File: src/design/csv_field_splitter_assert.svh
// Assertion macros for the CSV field splitter.
`ifndef CSV_FIELD_SPLITTER_ASSERT_SVH
`define CSV_FIELD_SPLITTER_ASSERT_SVH
`ifndef NO_ASSERTIONS
`define CFS_ASSERT_NOW(lbl, pre, post) \
    lbl: assert property (@(posedge clk) disable iff (!rst_n) (pre) |-> (post)) \
        else $error("cfs: same-cycle check failed");
`define CFS_ASSERT_NEXT(lbl, pre, post) \
    lbl: assert property (@(posedge clk) disable iff (!rst_n) (pre) |=> (post)) \
        else $error("cfs: next-cycle check failed");
`else
`define CFS_ASSERT_NOW(lbl, pre, post)
`define CFS_ASSERT_NEXT(lbl, pre, post)
`endif
`endif

File: src/design/cfs_pkg.sv
// Shared constants and controller/datapath interface types for the CSV field splitter.
package cfs_pkg;

    localparam int DEFAULT_MAX_FIELDS  = 8;
    localparam int DEFAULT_FIELD_BYTES = 64;

    localparam logic [7:0] QUOTE_BYTE  = 8'h22;
    localparam logic [7:0] DELIM_RESET = 8'd59;

    localparam logic OP_BYTE = 1'b0;
    localparam logic OP_EOL  = 1'b1;

    typedef struct packed {
        logic store;      // keep the input byte in the field buffer
        logic open;       // close the current field and set up the scan
        logic rd_issue;   // read the next buffered byte
        logic push_hold;  // move the read byte into the hold slot
        logic drop;       // discard the second quote of a pair
        logic flush;      // send the final beat of the field
        logic empty_eol;  // send the lone beat of an end of line with no field
    } cfs_cmd_t;

    typedef struct packed {
        logic in_close;
        logic in_empty;
        logic in_store;
        logic scan_more;
        logic drop_byte;
        logic hold_valid;
        logic out_free;
    } cfs_stat_t;

endpackage

File: src/design/csv_field_splitter.sv
// Top level of the CSV field splitter: sequencer plus datapath.
//
// Input channel (in_valid / in_stall, op, data_byte): one beat per line byte,
// op high marks end of line. Output channel (out_valid / out_stall): one beat
// per decoded field byte, plus one beat with byte_valid low for an empty field
// or an end of line that closes no field. cfg_we / cfg_wdata set the delimiter
// (reset ';'); the user writes them only while the block is idle, as the block
// itself does not enforce it. A byte that does not close a field is taken
// without holding off input and gives no beat. A closing item (unquoted
// delimiter or end of line) holds off input while the field buffer is read
// back through the single read port of the buffer, with a check step after
// each read. The last beat of a field carries last, and line_done at end of
// line. Reset clears all line state and the output valid flag; the buffer
// needs no clearing. A stall on the output freezes the read-back with the
// pending beat held in the output register, and input stays stalled until
// it moves on.
module csv_field_splitter #(
    parameter int MAX_FIELDS  = cfs_pkg::DEFAULT_MAX_FIELDS,
    parameter int FIELD_BYTES = cfs_pkg::DEFAULT_FIELD_BYTES
) (
    input  logic       clk,
    input  logic       rst_n,
    input  logic       cfg_we,
    input  logic [7:0] cfg_wdata,
    input  logic       in_valid,
    output logic       in_stall,
    input  logic       op,
    input  logic [7:0] data_byte,
    output logic       out_valid,
    input  logic       out_stall,
    output logic [7:0] out_byte,
    output logic       byte_valid,
    output logic [2:0] field_index,
    output logic       field_end,
    output logic       truncated,
    output logic       line_done,
    output logic [3:0] fields_in_line,
    output logic       last
);
    import cfs_pkg::*;

    cfs_cmd_t  cmd;
    cfs_stat_t stat;

    cfs_ctrl u_ctrl (
        .clk      (clk),
        .rst_n    (rst_n),
        .in_valid (in_valid),
        .in_stall (in_stall),
        .stat     (stat),
        .cmd      (cmd)
    );

    cfs_datapath #(
        .MAX_FIELDS  (MAX_FIELDS),
        .FIELD_BYTES (FIELD_BYTES)
    ) u_dp (
        .clk            (clk),
        .rst_n          (rst_n),
        .cfg_we         (cfg_we),
        .cfg_wdata      (cfg_wdata),
        .op             (op),
        .data_byte      (data_byte),
        .cmd            (cmd),
        .stat           (stat),
        .out_valid      (out_valid),
        .out_stall      (out_stall),
        .out_byte       (out_byte),
        .byte_valid     (byte_valid),
        .field_index    (field_index),
        .field_end      (field_end),
        .truncated      (truncated),
        .line_done      (line_done),
        .fields_in_line (fields_in_line),
        .last           (last)
    );

`include "csv_field_splitter_assert.svh"

    // a beat that is not the last of its item keeps the input closed
    `CFS_ASSERT_NOW(a_mid_item_blocks_input, out_valid && !last, in_stall)
    // only the end of a field or of a line may go out without a byte
    `CFS_ASSERT_NOW(a_mid_field_has_byte, out_valid && !field_end && !line_done, byte_valid)
    // no load may overwrite a beat still waiting at the output
    `CFS_ASSERT_NOW(a_no_overwrite,
        (cmd.push_hold && stat.hold_valid) || cmd.flush || cmd.empty_eol,
        !(out_valid && out_stall))
    // each read is followed by a check step, never by another read
    `CFS_ASSERT_NEXT(a_read_then_check, cmd.rd_issue, !cmd.rd_issue)

endmodule

File: src/design/cfs_ctrl.sv
// Sequencer for the CSV field splitter: input acceptance and field read-out.
module cfs_ctrl (
    input  logic               clk,
    input  logic               rst_n,
    input  logic               in_valid,
    output logic               in_stall,
    input  cfs_pkg::cfs_stat_t stat,
    output cfs_pkg::cfs_cmd_t  cmd
);
    import cfs_pkg::*;

    localparam logic [2:0] S_IDLE  = 3'd0;
    localparam logic [2:0] S_RD    = 3'd1;
    localparam logic [2:0] S_CHK   = 3'd2;
    localparam logic [2:0] S_FLUSH = 3'd3;
    localparam logic [2:0] S_EMPTY = 3'd4;

    logic [2:0] state_reg;
    logic [2:0] state_next;
    logic       accept;

    assign in_stall = (state_reg != S_IDLE);
    assign accept   = in_valid && (state_reg == S_IDLE);

    always_comb
    begin
        state_next = state_reg;
        cmd        = '0;
        case (state_reg)
            S_IDLE:
            begin
                if (accept)
                begin
                    if (stat.in_close)
                    begin
                        cmd.open   = 1'b1;
                        state_next = S_RD;
                    end
                    else if (stat.in_empty)
                    begin
                        state_next = S_EMPTY;
                    end
                    else if (stat.in_store)
                    begin
                        cmd.store = 1'b1;
                    end
                end
            end
            S_RD:
            begin
                if (stat.scan_more)
                begin
                    cmd.rd_issue = 1'b1;
                    state_next   = S_CHK;
                end
                else
                begin
                    state_next = S_FLUSH;
                end
            end
            S_CHK:
            begin
                if (stat.drop_byte)
                begin
                    cmd.drop   = 1'b1;
                    state_next = S_RD;
                end
                else if (!stat.hold_valid || stat.out_free)
                begin
                    cmd.push_hold = 1'b1;
                    state_next    = S_RD;
                end
            end
            S_FLUSH:
            begin
                if (stat.out_free)
                begin
                    cmd.flush  = 1'b1;
                    state_next = S_IDLE;
                end
            end
            S_EMPTY:
            begin
                if (stat.out_free)
                begin
                    cmd.empty_eol = 1'b1;
                    state_next    = S_IDLE;
                end
            end
            default:
            begin
                state_next = S_IDLE;
            end
        endcase
    end

    always_ff @(posedge clk or negedge rst_n)
    begin
        if (!rst_n)
        begin
            state_reg <= S_IDLE;
        end
        else
        begin
            state_reg <= state_next;
        end
    end

endmodule

File: src/design/cfs_datapath.sv
// Field buffer, line state, quote decoding and output register of the CSV field splitter.
module cfs_datapath #(
    parameter int MAX_FIELDS  = 8,
    parameter int FIELD_BYTES = 64
) (
    input  logic               clk,
    input  logic               rst_n,
    input  logic               cfg_we,
    input  logic [7:0]         cfg_wdata,
    input  logic               op,
    input  logic [7:0]         data_byte,
    input  cfs_pkg::cfs_cmd_t  cmd,
    output cfs_pkg::cfs_stat_t stat,
    output logic               out_valid,
    input  logic               out_stall,
    output logic [7:0]         out_byte,
    output logic               byte_valid,
    output logic [2:0]         field_index,
    output logic               field_end,
    output logic               truncated,
    output logic               line_done,
    output logic [3:0]         fields_in_line,
    output logic               last
);
    import cfs_pkg::*;

    localparam int AW = (FIELD_BYTES > 1) ? $clog2(FIELD_BYTES) : 1;
    localparam int LW = $clog2(FIELD_BYTES + 1);

    logic [7:0] store_mem [FIELD_BYTES];
    logic [7:0] rd_data_reg;

    logic [7:0]    delim_reg,       delim_next;
    logic [LW-1:0] len_reg,         len_next;
    logic          ovf_reg,         ovf_next;
    logic [7:0]    final_byte_reg,  final_byte_next;
    logic          first_quote_reg, first_quote_next;
    logic          in_quotes_reg,   in_quotes_next;
    logic [3:0]    fields_done_reg, fields_done_next;
    logic          line_started_reg, line_started_next;
    logic          discard_reg,     discard_next;
    logic [LW-1:0] rd_ptr_reg,      rd_ptr_next;
    logic [LW-1:0] end_reg,         end_next;
    logic          skip_en_reg,     skip_en_next;
    logic          pending_reg,     pending_next;
    logic [7:0]    hold_reg,        hold_next;
    logic          hold_valid_reg,  hold_valid_next;
    logic [3:0]    idx_reg,         idx_next;
    logic          trunc_reg,       trunc_next;
    logic          eol_reg,         eol_next;

    logic       out_valid_reg,  out_valid_next;
    logic [7:0] out_byte_reg,   out_byte_next;
    logic       byte_valid_reg, byte_valid_next;
    logic [2:0] field_index_reg, field_index_next;
    logic       field_end_reg,  field_end_next;
    logic       truncated_reg,  truncated_next;
    logic       line_done_reg,  line_done_next;
    logic [3:0] fields_in_line_reg, fields_in_line_next;
    logic       last_reg,       last_next;

    logic       is_delim;
    logic       line_open;
    logic       enclosed;
    logic       has_room;
    logic [4:0] done_inc;

    assign is_delim  = (data_byte == delim_reg) && !in_quotes_reg;
    assign line_open = line_started_reg && !discard_reg;
    assign enclosed  = (len_reg >= LW'(2)) && first_quote_reg && (final_byte_reg == QUOTE_BYTE);
    assign has_room  = len_reg < LW'(FIELD_BYTES);
    assign done_inc  = {1'b0, fields_done_reg} + 5'd1;

    always_comb
    begin
        stat.in_close   = (op == OP_EOL) ? line_open : (!discard_reg && is_delim);
        stat.in_empty   = (op == OP_EOL) && !line_open;
        stat.in_store   = (op == OP_BYTE) && !discard_reg && !is_delim;
        stat.scan_more  = rd_ptr_reg < end_reg;
        stat.drop_byte  = skip_en_reg && pending_reg && (rd_data_reg == QUOTE_BYTE);
        stat.hold_valid = hold_valid_reg;
        stat.out_free   = !out_valid_reg || !out_stall;
    end

    always_comb
    begin
        delim_next        = cfg_we ? cfg_wdata : delim_reg;
        len_next          = len_reg;
        ovf_next          = ovf_reg;
        final_byte_next   = final_byte_reg;
        first_quote_next  = first_quote_reg;
        in_quotes_next    = in_quotes_reg;
        fields_done_next  = fields_done_reg;
        line_started_next = line_started_reg;
        discard_next      = discard_reg;
        rd_ptr_next       = rd_ptr_reg;
        end_next          = end_reg;
        skip_en_next      = skip_en_reg;
        pending_next      = pending_reg;
        hold_next         = hold_reg;
        hold_valid_next   = hold_valid_reg;
        idx_next          = idx_reg;
        trunc_next        = trunc_reg;
        eol_next          = eol_reg;

        out_valid_next      = out_valid_reg && out_stall;
        out_byte_next       = out_byte_reg;
        byte_valid_next     = byte_valid_reg;
        field_index_next    = field_index_reg;
        field_end_next      = field_end_reg;
        truncated_next      = truncated_reg;
        line_done_next      = line_done_reg;
        fields_in_line_next = fields_in_line_reg;
        last_next           = last_reg;

        if (cmd.store)
        begin
            line_started_next = 1'b1;
            if (data_byte == QUOTE_BYTE)
            begin
                in_quotes_next = !in_quotes_reg;
            end
            if (has_room)
            begin
                len_next = len_reg + LW'(1);
                if (len_reg == '0)
                begin
                    first_quote_next = (data_byte == QUOTE_BYTE);
                end
            end
            else
            begin
                ovf_next = 1'b1;
            end
            final_byte_next = data_byte;
        end

        if (cmd.open)
        begin
            // enclosed fields skip the opening quote and, unless cut short, the closing one
            rd_ptr_next      = enclosed ? LW'(1) : '0;
            end_next         = (enclosed && !ovf_reg) ? (len_reg - LW'(1)) : len_reg;
            skip_en_next     = enclosed;
            pending_next     = 1'b0;
            hold_valid_next  = 1'b0;
            idx_next         = fields_done_reg;
            fields_done_next = done_inc[3:0];
            trunc_next       = ovf_reg;
            eol_next         = (op == OP_EOL);
            if (op == OP_BYTE)
            begin
                line_started_next = 1'b1;
                if (done_inc >= 5'(MAX_FIELDS))
                begin
                    discard_next = 1'b1;
                end
            end
        end

        if (cmd.rd_issue)
        begin
            rd_ptr_next = rd_ptr_reg + LW'(1);
        end

        if (cmd.drop)
        begin
            pending_next = 1'b0;
        end

        if (cmd.push_hold)
        begin
            if (hold_valid_reg)
            begin
                out_valid_next      = 1'b1;
                out_byte_next       = hold_reg;
                byte_valid_next     = 1'b1;
                field_index_next    = idx_reg[2:0];
                field_end_next      = 1'b0;
                truncated_next      = trunc_reg;
                line_done_next      = 1'b0;
                fields_in_line_next = fields_done_reg;
                last_next           = 1'b0;
            end
            hold_next       = rd_data_reg;
            hold_valid_next = 1'b1;
            pending_next    = (rd_data_reg == QUOTE_BYTE);
        end

        if (cmd.flush)
        begin
            // an empty decoded field still sends one beat with no byte
            out_valid_next      = 1'b1;
            out_byte_next       = hold_valid_reg ? hold_reg : 8'd0;
            byte_valid_next     = hold_valid_reg;
            field_index_next    = idx_reg[2:0];
            field_end_next      = 1'b1;
            truncated_next      = trunc_reg;
            line_done_next      = eol_reg;
            fields_in_line_next = fields_done_reg;
            last_next           = 1'b1;
            hold_valid_next     = 1'b0;
            len_next            = '0;
            ovf_next            = 1'b0;
            final_byte_next     = 8'd0;
            first_quote_next    = 1'b0;
            in_quotes_next      = 1'b0;
            if (eol_reg)
            begin
                fields_done_next  = 4'd0;
                line_started_next = 1'b0;
                discard_next      = 1'b0;
            end
        end

        if (cmd.empty_eol)
        begin
            out_valid_next      = 1'b1;
            out_byte_next       = 8'd0;
            byte_valid_next     = 1'b0;
            field_index_next    = 3'd0;
            field_end_next      = 1'b0;
            truncated_next      = 1'b0;
            line_done_next      = 1'b1;
            fields_in_line_next = fields_done_reg;
            last_next           = 1'b1;
            len_next            = '0;
            ovf_next            = 1'b0;
            final_byte_next     = 8'd0;
            first_quote_next    = 1'b0;
            in_quotes_next      = 1'b0;
            fields_done_next    = 4'd0;
            line_started_next   = 1'b0;
            discard_next        = 1'b0;
        end
    end

    always_ff @(posedge clk)
    begin
        if (cmd.store && has_room)
        begin
            store_mem[len_reg[AW-1:0]] <= data_byte;
        end
        if (cmd.rd_issue)
        begin
            rd_data_reg <= store_mem[rd_ptr_reg[AW-1:0]];
        end
    end

    always_ff @(posedge clk or negedge rst_n)
    begin
        if (!rst_n)
        begin
            delim_reg        <= DELIM_RESET;
            len_reg          <= '0;
            ovf_reg          <= 1'b0;
            final_byte_reg   <= 8'd0;
            first_quote_reg  <= 1'b0;
            in_quotes_reg    <= 1'b0;
            fields_done_reg  <= 4'd0;
            line_started_reg <= 1'b0;
            discard_reg      <= 1'b0;
            rd_ptr_reg       <= '0;
            end_reg          <= '0;
            skip_en_reg      <= 1'b0;
            pending_reg      <= 1'b0;
            hold_valid_reg   <= 1'b0;
            eol_reg          <= 1'b0;
            out_valid_reg    <= 1'b0;
        end
        else
        begin
            delim_reg        <= delim_next;
            len_reg          <= len_next;
            ovf_reg          <= ovf_next;
            final_byte_reg   <= final_byte_next;
            first_quote_reg  <= first_quote_next;
            in_quotes_reg    <= in_quotes_next;
            fields_done_reg  <= fields_done_next;
            line_started_reg <= line_started_next;
            discard_reg      <= discard_next;
            rd_ptr_reg       <= rd_ptr_next;
            end_reg          <= end_next;
            skip_en_reg      <= skip_en_next;
            pending_reg      <= pending_next;
            hold_valid_reg   <= hold_valid_next;
            eol_reg          <= eol_next;
            out_valid_reg    <= out_valid_next;
        end
    end

    always_ff @(posedge clk)
    begin
        hold_reg           <= hold_next;
        idx_reg            <= idx_next;
        trunc_reg          <= trunc_next;
        out_byte_reg       <= out_byte_next;
        byte_valid_reg     <= byte_valid_next;
        field_index_reg    <= field_index_next;
        field_end_reg      <= field_end_next;
        truncated_reg      <= truncated_next;
        line_done_reg      <= line_done_next;
        fields_in_line_reg <= fields_in_line_next;
        last_reg           <= last_next;
    end

    assign out_valid      = out_valid_reg;
    assign out_byte       = out_byte_reg;
    assign byte_valid     = byte_valid_reg;
    assign field_index    = field_index_reg;
    assign field_end      = field_end_reg;
    assign truncated      = truncated_reg;
    assign line_done      = line_done_reg;
    assign fields_in_line = fields_in_line_reg;
    assign last           = last_reg;

endmodule
File: config.mk
export PLATFORM = sky130hd
export DESIGN_NAME = csv_field_splitter
export DESIGN_NICKNAME = d
export VERILOG_FILES = /design/src/design/cfs_pkg.sv /design/src/design/csv_field_splitter.sv /design/src/design/cfs_ctrl.sv /design/src/design/cfs_datapath.sv
export VERILOG_INCLUDE_DIRS = /design/src /design/src/design
export SDC_FILE = /design/constraint.sdc
export NUM_CORES = 1
export LEC_CHECK = 0
export ABC_AREA = 1
export BUFFER_PORTS_ARGS = -buffer_cell sky130_fd_sc_hd__buf_4
export CAP_MARGIN = 0
export CORE_ASPECT_RATIO = 1.1
export CORE_MARGIN = 2
export CORE_UTILIZATION = 35
export DETAILED_ROUTE_END_ITERATION = 16
export MAX_ROUTING_LAYER = met4
export PLACE_DENSITY = 0.6
export SETUP_SLACK_MARGIN = 0.4
export SLEW_MARGIN = 20
export SYNTH_ARGS = -nofsm -noshare
export SYNTH_HDL_FRONTEND = slang
export SYNTH_SLANG_ARGS = --single-unit
File: constraint.sdc
create_clock -name clk -period 4.9 [get_ports clk]
set_input_delay 0.245 -clock clk [delete_from_list [all_inputs] [get_ports clk]]
set_output_delay 0.245 -clock clk [all_outputs]
set_load 0.02 [all_outputs]
; ---- Word-level counts from Yosys, hierarchy flattened
; Memories as Yosys holds them, arrays and structs flattened. A register that Yosys moved wholly into a read port is not among the register bits.
; Index checks and enable logic that the tools add are counted.
[word_totals]
reg_bits = 86
input_bits = 22
elab_cells = 195
memories = 1
out_inout_bits = 22
ram_bits = 512
[mem_list]
columns = name, words, word_bits, rd, rd_ports_with_merged_regs, wr, line_no
row1 = u_dp.store_mem, 64, 8, 1, 1, 1, cfs_datapath.sv:30  ; logic [7:0] store_mem [FIELD_BYTES];
[classes]
reduce_logical = 48
order_cmp = 4
bitwise = 1
add_sub_neg = 4
eq_ne = 13
muxes = 96
[ops]
columns = cell, n
row1 = 1-bit 2-to-1 mux, 61
row2 = 8-bit 2-to-1 mux, 7
row3 = 7-bit 2-to-1 mux, 7
row4 = 4-bit 2-to-1 mux, 8
row5 = 3-bit 2-to-1 mux, 9
row6 = 3-bit nonzero test, 9
row7 = "8-bit by 6-bit == test with 1-bit output, second input constant", 3
row8 = "7-bit by 1-bit adder with 7-bit output, second input constant", 2
row9 = 1-bit logical AND, 14
row10 = 3-bit one-hot mux with 4 select lines, 1
row11 = 2-bit AND reduction, 6
row12 = 8-bit == test, 1
row13 = 1-bit zero test, 8
row14 = "7-bit by 2-bit >= comparator with 1-bit output, second input constant", 1
row15 = 7-bit zero test, 1
row16 = 7-bit < comparator, 1
row17 = "7-bit < comparator, second input constant", 1
row18 = "7-bit by 1-bit subtractor with 7-bit output, second input constant", 1
row19 = "3-bit by 2-bit == test with 1-bit output, second input constant", 2
row20 = 2-bit 2-to-1 mux, 3
row21 = "3-bit != test, second input constant", 2
row22 = 2-bit nonzero test, 3
row23 = "4-bit by 1-bit adder with 5-bit output, second input constant", 1
row24 = "5-bit by 4-bit >= comparator with 1-bit output, second input constant", 1
row25 = 10 further kinds, 13

; ---- Depth between registers and ports, before layout
; Gate-level depths: netlist (run 1).
[logic_depth]
ltp_word = 15
mapped_depth = 12
depth_no_buf = 12

; ---- Hierarchy
; Synthesis (run 1) repeated with hierarchy kept, for this count alone.
[unflattened]
cells_unflattened = 2296
hier_area_um2 = 25416.9
[by_module_without_submodules]
columns = mod, cells_per_inst, area_per_inst_um2, seq_area_each_um2, instances
row1 = cfs_datapath, 2242, 25112.8, 17698.2, 1
row2 = cfs_ctrl, 54, 304.0, 75.1, 1

; ---- Worst setup path after synthesis (run 1)
; No wires, ideal clock.
[synth_path]
kind = reg-to-reg
from = reg u_ctrl.state_reg[1]
to = mem u_dp.store_mem[29][0] (enable)
synth_period_minus_slack_ps = 2407
path_slack_ps = 2493
n_path_buf = 1
setup_time_ps = 383
arrival_ps = 2024
stages_incl_launch_ff = 9
cell_sequence = dfrtp_1 nor3_4 nand2_2 nor3_4 nand2_4 nor2_8 nand2_4 buf_6 nor3_1
[synth_via]
elab_chain_len = 7
[synth_rtl]
columns = item, line_no
row1 = start: declaration, cfs_ctrl.sv:18  ; logic [2:0] state_reg;
row2 = start signal: assignment, cfs_ctrl.sv:105  ; state_reg <= state_next;
row3 = 3-bit zero test (*), "cfs_ctrl.sv:23, cfs_ctrl.sv:29"
row4 = 1-bit logical AND, cfs_ctrl.sv:23  ; assign accept = in_valid && (state_reg == S_IDLE);
row5 = 2-bit 2-to-1 mux, cfs_ctrl.sv:32  ; if (accept)
row6 = 2-bit 2-to-1 mux (*), cfs_ctrl.sv:29  ; case (state_reg)
row7 = 1-bit logical AND (*), cfs_datapath.sv:239  ; if (cmd.store && has_room)
row8 = 1-bit 2-to-1 mux (*), cfs_datapath.sv:239
row9 = 1-bit 2-to-1 mux (implied by the code) (*), cfs_datapath.sv:241  ; store_mem[len_reg[AW-1:0]] <= data_byte;
row10 = end: declaration, cfs_datapath.sv:30
; Every way passes the cells marked *; elsewhere a longest branch is shown, timed or not.

; ---- Final worst setup path (run 1)
[layout_path]
from = reg u_ctrl.state_reg[1]
to = mem u_dp.store_mem[22][6] (enable)
; Same word-level chain as after synthesis.

==> impl_metrics.toml, run 1 <==
[placed_design]
io_buffers = 43
finalWeightedCongestion = 0.894
hpwl_um = 41100
place_area_um2 = 26400
post-place-cells = 3072

[final_layout]
most-common-layout-cells = "edfxtp_1, nor2_1, nand2_1, o21ai_0, nand3_1"
stdcell_area_um2 = 28600
largest_reg_flops = 512
drive_gt1_frac = 0.0922
final_common_cell = "edfxtp_1"
area_delta_synth_final_pct = 13.4
nets = 2252
fin_cells = 3211
diodes = 0

[floorplanning]
fp-row-count = 103
dieArea_um2 = 74200
die-height_um = 285
core_um2 = 71500
initial_core_util = 0.352
dieWidth_um = 260
pin_count = 44

[logic_synthesis]
avgSynthCellArea_um2 = 11.5
synth.distinct_cells = 38
syn_area_um2 = 25200
yosysTopAreaCell = "edfxtp_1"
ys_ff_latch = 606
ys_seq_area_frac = 0.705
synth-edff-count = 536
synth-async-reset-ratio = 0.0891
yosys-top-cells-area = "edfxtp_1, nor2_1, o21ai_0"
yosys_warnings = 0
yosysTopAreaCellShare = 0.639
synth_ff_type = "edfxtp_1"
synth.net_count = 2218
syn_inst = 2184

[sta]
maxSlewViolCount = 0
worst_clock_skew_ps = 26.2
holdWs_ps = 79.3
finalHoldViolCount = 0
min_period_over_period = 0.654
setup_violations = 0
tns_ps = 0
grt_setup_unrepaired = "no"
fmax_mhz = 312
relSlewSlack = 0.259
worstMarginPinSlew_ps = 1100
finalCriticalPeriod_ps = 3200

[grt]
antenna_found_initial = 0
grt_pass1_wl_um = 102000
grt-ovfl-total = 0
grt_pass1_vias = 16900
gr-usage-all-layers = 0.186
grt_start_max_net_pins = 152

[worst_setup_path]
r2r_cells = 7
reg2reg_to = "u_dp.store_mem[22][6]"
required_ps = 5140
endpoint = "u_dp.store_mem[22][6]"
critPathMaxFanout = 32
critPathKind = "flop to flop"
r2r_setup_slack_ps = 1700
crit_start = "u_ctrl.state_reg[1]"
end_kind = "flop"
worst_setup_path_start_kind = "flop"
regToRegStartpoint = "u_ctrl.state_reg[1]"
arrival_ps = 3440

[status]
outcome = "finished clean"

[clock_tree]
cts_buffers = 60
htree_levels = 2
root_buffer = "clkbuf_16"
clkTransAtPathRegs_ps = 60
cts_buffer_depth = 3
clock_latency_ps = 640
cts_tree = "built"
cts_sinks = 606

[power_and_ir_drop]
power_density_nw_per_um2 = 518
p_leak_nw = 9.97
internal_power_mw = 9.55
irDropWorstVdd_mv = 0.321
sequentialPowerShare = 0.417
p_sw_mw = 5.25
clkPwrFrac = 0.294
swShare = 0.355
comb_power_share = 0.290

[detailed_routing]
wl_um = 67300
first_pass_iters = 5
dr.first_iter.drc_count = 1838
antenna_left = 0
drc = 0
vias = 17000
via_per_inst = 5.28
wl_per_cell_um = 20.9

[min_path]
hold_class = "primary input to flop"

[flow_run]
maxCapViolCount = 0
[power by group through the flow]
stage | Combinational [mW] | Clock, mW | Sequential [mW]
final | 4.29 | 4.34 | 6.17
after global routing | 4.71 | 4.62 | 6.20
after floorplan | 2.72 | 0 | 6.23
after detailed placement | 4.22 | 0 | 6.27
after global placement | 4.16 | 0 | 6.26
after CTS | 4.26 | 4.42 | 6.17
[synthesized netlist by cell type (all sizes together) (5+ instances only)]
| library cell | instances |
|---|---|
| buf | 48 |
| nand3 | 177 |
| dfstp | 5 |
| nor3 | 76 |
| a21oi | 50 |
| inv | 78 |
| o211ai | 69 |
| nand2 | 319 |
| nor2 | 352 |
| xor2 | 13 |
| edfxtp | 536 |
| o21ai | 260 |
| ha | 12 |
| o22ai | 18 |
| dfrtp | 49 |
| dfxtp | 16 |
| nand4 | 9 |
| clkbuf | 81 |
[how the worst min path moves through the flow]
stage / start / to / slack, ps / cells after the start
after floorplan: rst_n / u_ctrl.state_reg[0] / -50 / 0
after global placement: rst_n / u_dp.fields_done_reg[2] / 350 / 1
after detailed placement: rst_n / u_dp.fields_done_reg[3] / 360 / 1
after CTS: data_byte[3] / u_dp.store_mem[35][3] / 50 / 1
after global routing: data_byte[3] / u_dp.store_mem[35][3] / 60 / 1
final: data_byte[3] / u_dp.store_mem[35][3] / 80 / 1
[through the flow]
stage	total power, mW	utilization	setup slack, ps
2_1_floorplan	8.95	-	2490
3_3_place_gp	10.4	0.369	1610
3_5_place_dp	10.5	0.369	1540
4_1_cts	14.8	0.399	1710
5_1_grt	15.5	0.400	1540
6_report	14.8	0.400	1700
[what timing repair did]
item	4_1_cts	5_1_grt
buffers inserted	0	0
hold buffers	28	0
gates resized for setup	0	0
hold endpoints to repair	71	0
[metal layers]
metal,track usage,part of all wire,wire length [um],up-vias
li1,-,-,-,7831
met4,0.0710,0.034,2310,0
met1,0.237,0.41,27500,8337
met3,0.0270,0.074,4980,130
met5,-,0,0,-
met2,0.301,0.48,32400,669
[worst max-delay path, cell delays in order (launching register included)]
cell and delay, ps:
dfrtp_1 450, nor3_4 290, nand2_2 130, nor3_4 160, nand2_4 160, nor2_8 170, nand2_4 410, nor3_1 1010
[layout make-up]
class,instances,area [um2]
flip-flops and latches,606,17800
clock buffers,81,1610
multi-input cells,1368,6590
fillers,6701,42900
repair buffers,101,873
well taps,945,1180
inverters,81,310
clock inverters,29,230
[cells by family after synthesis]
group	synth area share
multiplexers	0.00164
AO/OA/AOI/OAI	0.0870
AND/OR/NAND/NOR	0.160
flip-flops	0.705
buffers and inverters	0.0348
adder cells (fa/ha/maj)	0.00596
XOR/XNOR	0.00521
No activity file was read; power rests on OpenSTA's default activity.
==> run 2: changes to the inputs <==
--- a/config.mk
+++ b/config.mk
@@ -14,7 +14,7 @@
 export CORE_UTILIZATION = 35
 export DETAILED_ROUTE_END_ITERATION = 16
 export MAX_ROUTING_LAYER = met4
-export PLACE_DENSITY = 0.6
+export PLACE_DENSITY = 0.62
 export SETUP_SLACK_MARGIN = 0.4
 export SLEW_MARGIN = 20
 export SYNTH_ARGS = -nofsm -noshare
==> constraint.sdc (replaced) <==
create_clock -name clk -period 2.75 [get_ports clk]
set_input_delay 0.1375 -clock clk [delete_from_list [all_inputs] [get_ports clk]]
set_output_delay 0.1375 -clock clk [all_outputs]
set_load 0.02 [all_outputs]
==> run 2 against run 1 <==
  * Worst hold slack better by 9.5 ps
  * Die area stayed put
  * Wire length is 3.2% higher
  * Clock skew is 7.6 ps higher
  * Critical path depth is 2 higher
  * Largest cell class unchanged
==> impl_metrics.toml, run 2 (same netlist as run 1, synthesis figures left out) <==
[status]
outcome = "finished clean"

[grt]
grt_start_max_net_pins = 163
grt_pass1_wl_um = 103000
grt-ovfl-total = 0
antenna_found_initial = 0
grt_pass1_vias = 17100
gr-usage-all-layers = 0.188

[final_layout]
largest_reg_flops = 512
most-common-layout-cells = "edfxtp_1, nor2_1, nand2_1, o21ai_0, nand3_1"
final_common_cell = "edfxtp_1"
fin_cells = 3306
area_delta_synth_final_pct = 18.6
drive_gt1_frac = 0.141
nets = 2353
stdcell_area_um2 = 29900
diodes = 0
fin_util = 0.418

[worst_setup_path]
regToRegStartpoint = "u_ctrl.state_reg[0]"
critPathMaxFanout = 9
end_kind = "flop"
reg2reg_to = "u_dp.store_mem[32][3]"
worst_setup_path_start_kind = "flop"
critPathKind = "flop to flop"
arrival_ps = 2700
r2r_cells = 9
r2r_setup_slack_ps = 380
crit_start = "u_ctrl.state_reg[0]"
required_ps = 3080

[sta]
tns_ps = 0
fmax_mhz = 422
worst_clock_skew_ps = 33.8
finalHoldViolCount = 0
relSlewSlack = 0.380
finalCriticalPeriod_ps = 2370
setup_violations = 0
min_period_over_period = 0.861
maxSlewViolCount = 0
worstMarginPinSlew_ps = 928
grt_setup_unrepaired = "yes"

[detailed_routing]
vias = 17500
wl_um = 69400
drc = 0
via_per_inst = 5.29
antenna_left = 0
first_pass_iters = 8
wl_per_cell_um = 21.0
dr.first_iter.drc_count = 1992

[placed_design]
hpwl_um = 43300
place_area_um2 = 27100
io_buffers = 43
post-place-cells = 3149
finalWeightedCongestion = 0.875

[floorplanning]
initial_core_util = 0.352
dieArea_um2 = 74200
pin_count = 44
die-height_um = 285
core_um2 = 71500
dieWidth_um = 260
fp-row-count = 103

[power_and_ir_drop]
power_density_nw_per_um2 = 896
p_leak_nw = 10.7
power.total_mw = 26.8
irDropWorstVdd_mv = 0.689

[clock_tree]
clkTransAtPathRegs_ps = 60
htree_levels = 2
cts_tree = "built"
cts_buffers = 57
cts_buffer_depth = 3
cts_sinks = 606
root_buffer = "clkbuf_16"
clock_latency_ps = 640

[min_path]
holdPathEnd = "u_dp.store_mem[16][6]"
hold_class = "primary input to flop"
whs_path_depth = 2
min_from = "data_byte[6]"

[flow_run]
maxCapViolCount = 0
==> run 2: worst max path at each step <==
stage / to / slack (ps) / cells after the start
final: u_dp.store_mem[32][3] / 380 / 9
after global routing: u_dp.store_mem[60][5] / 320 / 8
after CTS: u_dp.store_mem[54][3] / 300 / 8
after detailed placement: u_dp.store_mem[34][1] / 140 / 7
after global placement: u_dp.store_mem[26][7] / 260 / 10
after floorplan: u_dp.store_mem[16][0] / 340 / 8
==> run 2: metal layers <==
| layer | GRT usage | vias to the layer above | part of all wire |
|---|---|---|---|
| li1 | - | 8015 | - |
| met4 | 0.0868 | 0 | 0.044 |
| met1 | 0.235 | 8593 | 0.40 |
| met3 | 0.0275 | 173 | 0.067 |
| met2 | 0.303 | 710 | 0.49 |
| met5 | - | - | 0 |
==> run 2: critical path, cell delays in order, from the launching register on <==
cell,delay [ps]
dfrtp_2,450
nor3_4,200
nand2_2,110
nor3_4,150
nand2_4,90
nor2_8,200
nand2_4,200
buf_4,250
nor3_4,250
buf_12,160
==> run 2: through the flow <==
| stage | hold slack, ps | setup slack [ps] |
|---|---|---|
| 6_report | 88.8 | 381 |
| 5_1_grt | 69.9 | 325 |
| 4_1_cts | 76.5 | 301 |
| 3_5_place_dp | 243 | 142 |
| 3_3_place_gp | 239 | 259 |
| 2_1_floorplan | -158 | 343 |
==> run 2: repair_timing <==
action	4_1_cts	5_1_grt
gates resized for setup	20	34
endpoints found under the setup margin	200	450
endpoints found under the hold margin	77	0
pin swaps	0	21
setup buffers	0	22
cloned	0	2
hold buffers	32	0
==> run 2: cell type report <==
class                           instances  area, um2
Fill cell                            6528      41600
Sequential cell                       606      17800
Multi-Input combinational cell       1368       6810
Timing Repair Buffer                  204       1920
Clock buffer                           78       1620
Tap cell                              945       1180
Inverter                               81        313
Clock inverter                         23        244
Timing Repair inverter                  1       7.51
==> run 2: power by group <==
part	leakage [nW]	internal, mW	switching [mW]
Combinational	4.15	2.37	5.68
Sequential	5.65	10.6	0.342
Clock	0.916	4.42	3.40
==> run 3: changes to the inputs <==
--- a/config.mk
+++ b/config.mk
@@ -9,12 +9,15 @@
 export ABC_AREA = 1
 export BUFFER_PORTS_ARGS = -buffer_cell sky130_fd_sc_hd__buf_4
 export CAP_MARGIN = 0
+export CELL_PAD_IN_SITES_DETAIL_PLACEMENT = 1
+export CELL_PAD_IN_SITES_GLOBAL_PLACEMENT = 2
 export CORE_ASPECT_RATIO = 1.1
 export CORE_MARGIN = 2
 export CORE_UTILIZATION = 35
 export DETAILED_ROUTE_END_ITERATION = 16
 export MAX_ROUTING_LAYER = met4
-export PLACE_DENSITY = 0.62
+export PLACE_DENSITY = 0.8
+export REMOVE_ABC_BUFFERS = 1
 export SETUP_SLACK_MARGIN = 0.4
 export SLEW_MARGIN = 20
 export SYNTH_ARGS = -nofsm -noshare
==> run 3 against run 2 <==
  * Die area unchanged
  * Global-route usage grew 2.4 points
  * Combinational power increased by 8.3%
==> impl_metrics.toml, run 3 (same netlist as run 1, synthesis figures left out) <==
[worst_setup_path]
r2r_setup_slack_ps = 420
required_ps = 3040
crit_path_frequent_cell = "buf_12"
crit_slowest_cell = "dfstp_2"
crit_start = "u_dp.delim_reg[0]"
arrival_ps = 2620
worst_path_largest_cell_delay_ps = 530
end_kind = "flop"
r2r_cells = 13
critPathKind = "flop to flop"
critPathTopFamily = "simple AND/OR/NAND/NOR gates"
critPathMaxFanout = 8
cp_cell_sequence = "inv_2 -> nor2_2 -> nor2_1 -> nand2_1 -> nor2_2 -> nand2_2 -> nand2_4 -> nor2_8 -> nand2_8 -> buf_12 -> buf_12 -> buf_12 -> nor3_4"
endpoint = "u_dp.store_mem[19][6]"
worst_setup_path_start_kind = "flop"
worst-path-buf-inv = 4
regToRegStartpoint = "u_dp.delim_reg[0]"
cp.depth = 13
reg2reg_to = "u_dp.store_mem[19][6]"

[clock_tree]
root_buffer = "clkbuf_16"
cts_sinks = 606
cts_buffer_depth = 3
cts_buffers = 59
cts_tree = "built"
clock_latency_ps = 640
htree_levels = 2
clkTransAtPathRegs_ps = 60

[floorplanning]
dieArea_um2 = 74200
fp-row-count = 103
die-height_um = 285
dieWidth_um = 260
initial_core_util = 0.352
pin_count = 44
core_um2 = 71500

[final_layout]
drive_gt1_frac = 0.158
final.fill_count = 7544
fin_cells = 3340
nets = 2378
final_common_cell = "edfxtp_1"
diodes = 0
area_delta_synth_final_pct = 21.4
most-common-layout-cells = "edfxtp_1, nor2_1, nand2_1, o21ai_0, nand3_1"
largest_reg_flops = 512

[detailed_routing]
antenna_left = 0
dr.first_iter.drc_count = 1582
wl_um = 78000
first_pass_iters = 5
via_per_inst = 5.33
wl_per_cell_um = 23.3
drc = 0
vias = 17800

[sta]
worstMarginPinSlew_ps = 1240
finalHoldViolCount = 0
fmax_mhz = 429
worst_clock_skew_ps = 37.0
grt_setup_unrepaired = "yes"
setup_violations = 0
tns_ps = 0
maxSlewViolCount = 0
min_period_over_period = 0.847
finalCriticalPeriod_ps = 2330
relSlewSlack = 0.170

[power_and_ir_drop]
power.total_mw = 27.8
power_density_nw_per_um2 = 908
p_leak_nw = 11.2
irDropWorstVdd_mv = 0.482

[grt]
grt_pass1_wl_um = 115000
gr-usage-all-layers = 0.212
grt_pass1_vias = 18300
antenna_found_initial = 0
grt_start_max_net_pins = 93
grt-ovfl-total = 0

[min_path]
hold_class = "primary input to asynchronous set/reset pin"

[placed_design]
post-place-cells = 3153
hpwl_um = 48500
finalWeightedCongestion = 0.883
io_buffers = 43

[flow_run]
maxCapViolCount = 0

[status]
outcome = "finished clean"
run 3: power breakdown:
group          internal (mW)  switching, mW  total, mW
logic                   2.61           6.11       8.72
registers               10.6          0.367       10.9
clock network           4.53           3.62       8.15
total                   17.7           10.1       27.8
run 3: repair_timing:
action / CTS / global route
endpoints found under the hold margin: 75 / 0
buffers inserted: 13 / 29
hold buffers: 32 / 0
cloned: 0 / 1
pin swaps: 5 / 23
resized for setup: 49 / 97
setup endpoints to repair: 282 / 488
run 3: layer usage:
metal | vias up | global-route usage | routed length [um]
li1 | 8096 | - | -
met1 | 9065 | 0.267 | 32700
met2 | 507 | 0.350 | 38700
met3 | 142 | 0.0287 | 3860
met4 | 0 | 0.0734 | 2680
met5 | - | - | 0
run 3: area by class of cell:
class                           instances  area [um2]  share of cell area
Clock buffer                           70        1520              0.0496
Sequential cell                       606       17800               0.581
Tap cell                              945        1180              0.0386
Multi-Input combinational cell       1368        7090               0.232
Clock inverter                         42         405              0.0133
Inverter                               81         317              0.0103
Timing Repair Buffer                  228        2300              0.0753
run 3: worst register-to-register path: cells and delay by family (launching register included):
kind	cells	cell delay, ps
buffers and inverters	4	480
flip-flops	1	530
AND/OR/NAND/NOR	9	990
run 3: stage by stage:
| stage | util | instance area (um2) | hold slack [ps] | worst slack [ps] |
|---|---|---|---|---|
| final | 0.428 | 30600 | 121 | 420 |
| after global routing | 0.428 | 30600 | 104 | 256 |
| after CTS | 0.416 | 29700 | 96.1 | 347 |
| after detailed placement | 0.379 | 27100 | 250 | 17.5 |
| after global placement | 0.379 | 27100 | 256 | 74.3 |
| after floorplan | - | 24600 | -158 | -5730 |
run 3: how the worst min path moves through the flow:
stage	start	endpoint	slack [ps]	cells after the start
2_1_floorplan	rst_n	u_ctrl.state_reg[0]	-160	0
3_3_place_gp	rst_n	u_dp.out_valid	260	1
3_5_place_dp	rst_n	u_dp.out_valid	250	1
4_1_cts	data_byte[4]	u_dp.store_mem[38][4]	100	2
5_1_grt	data_byte[4]	u_dp.store_mem[32][4]	100	2
6_report	rst_n	u_dp.out_valid	120	2
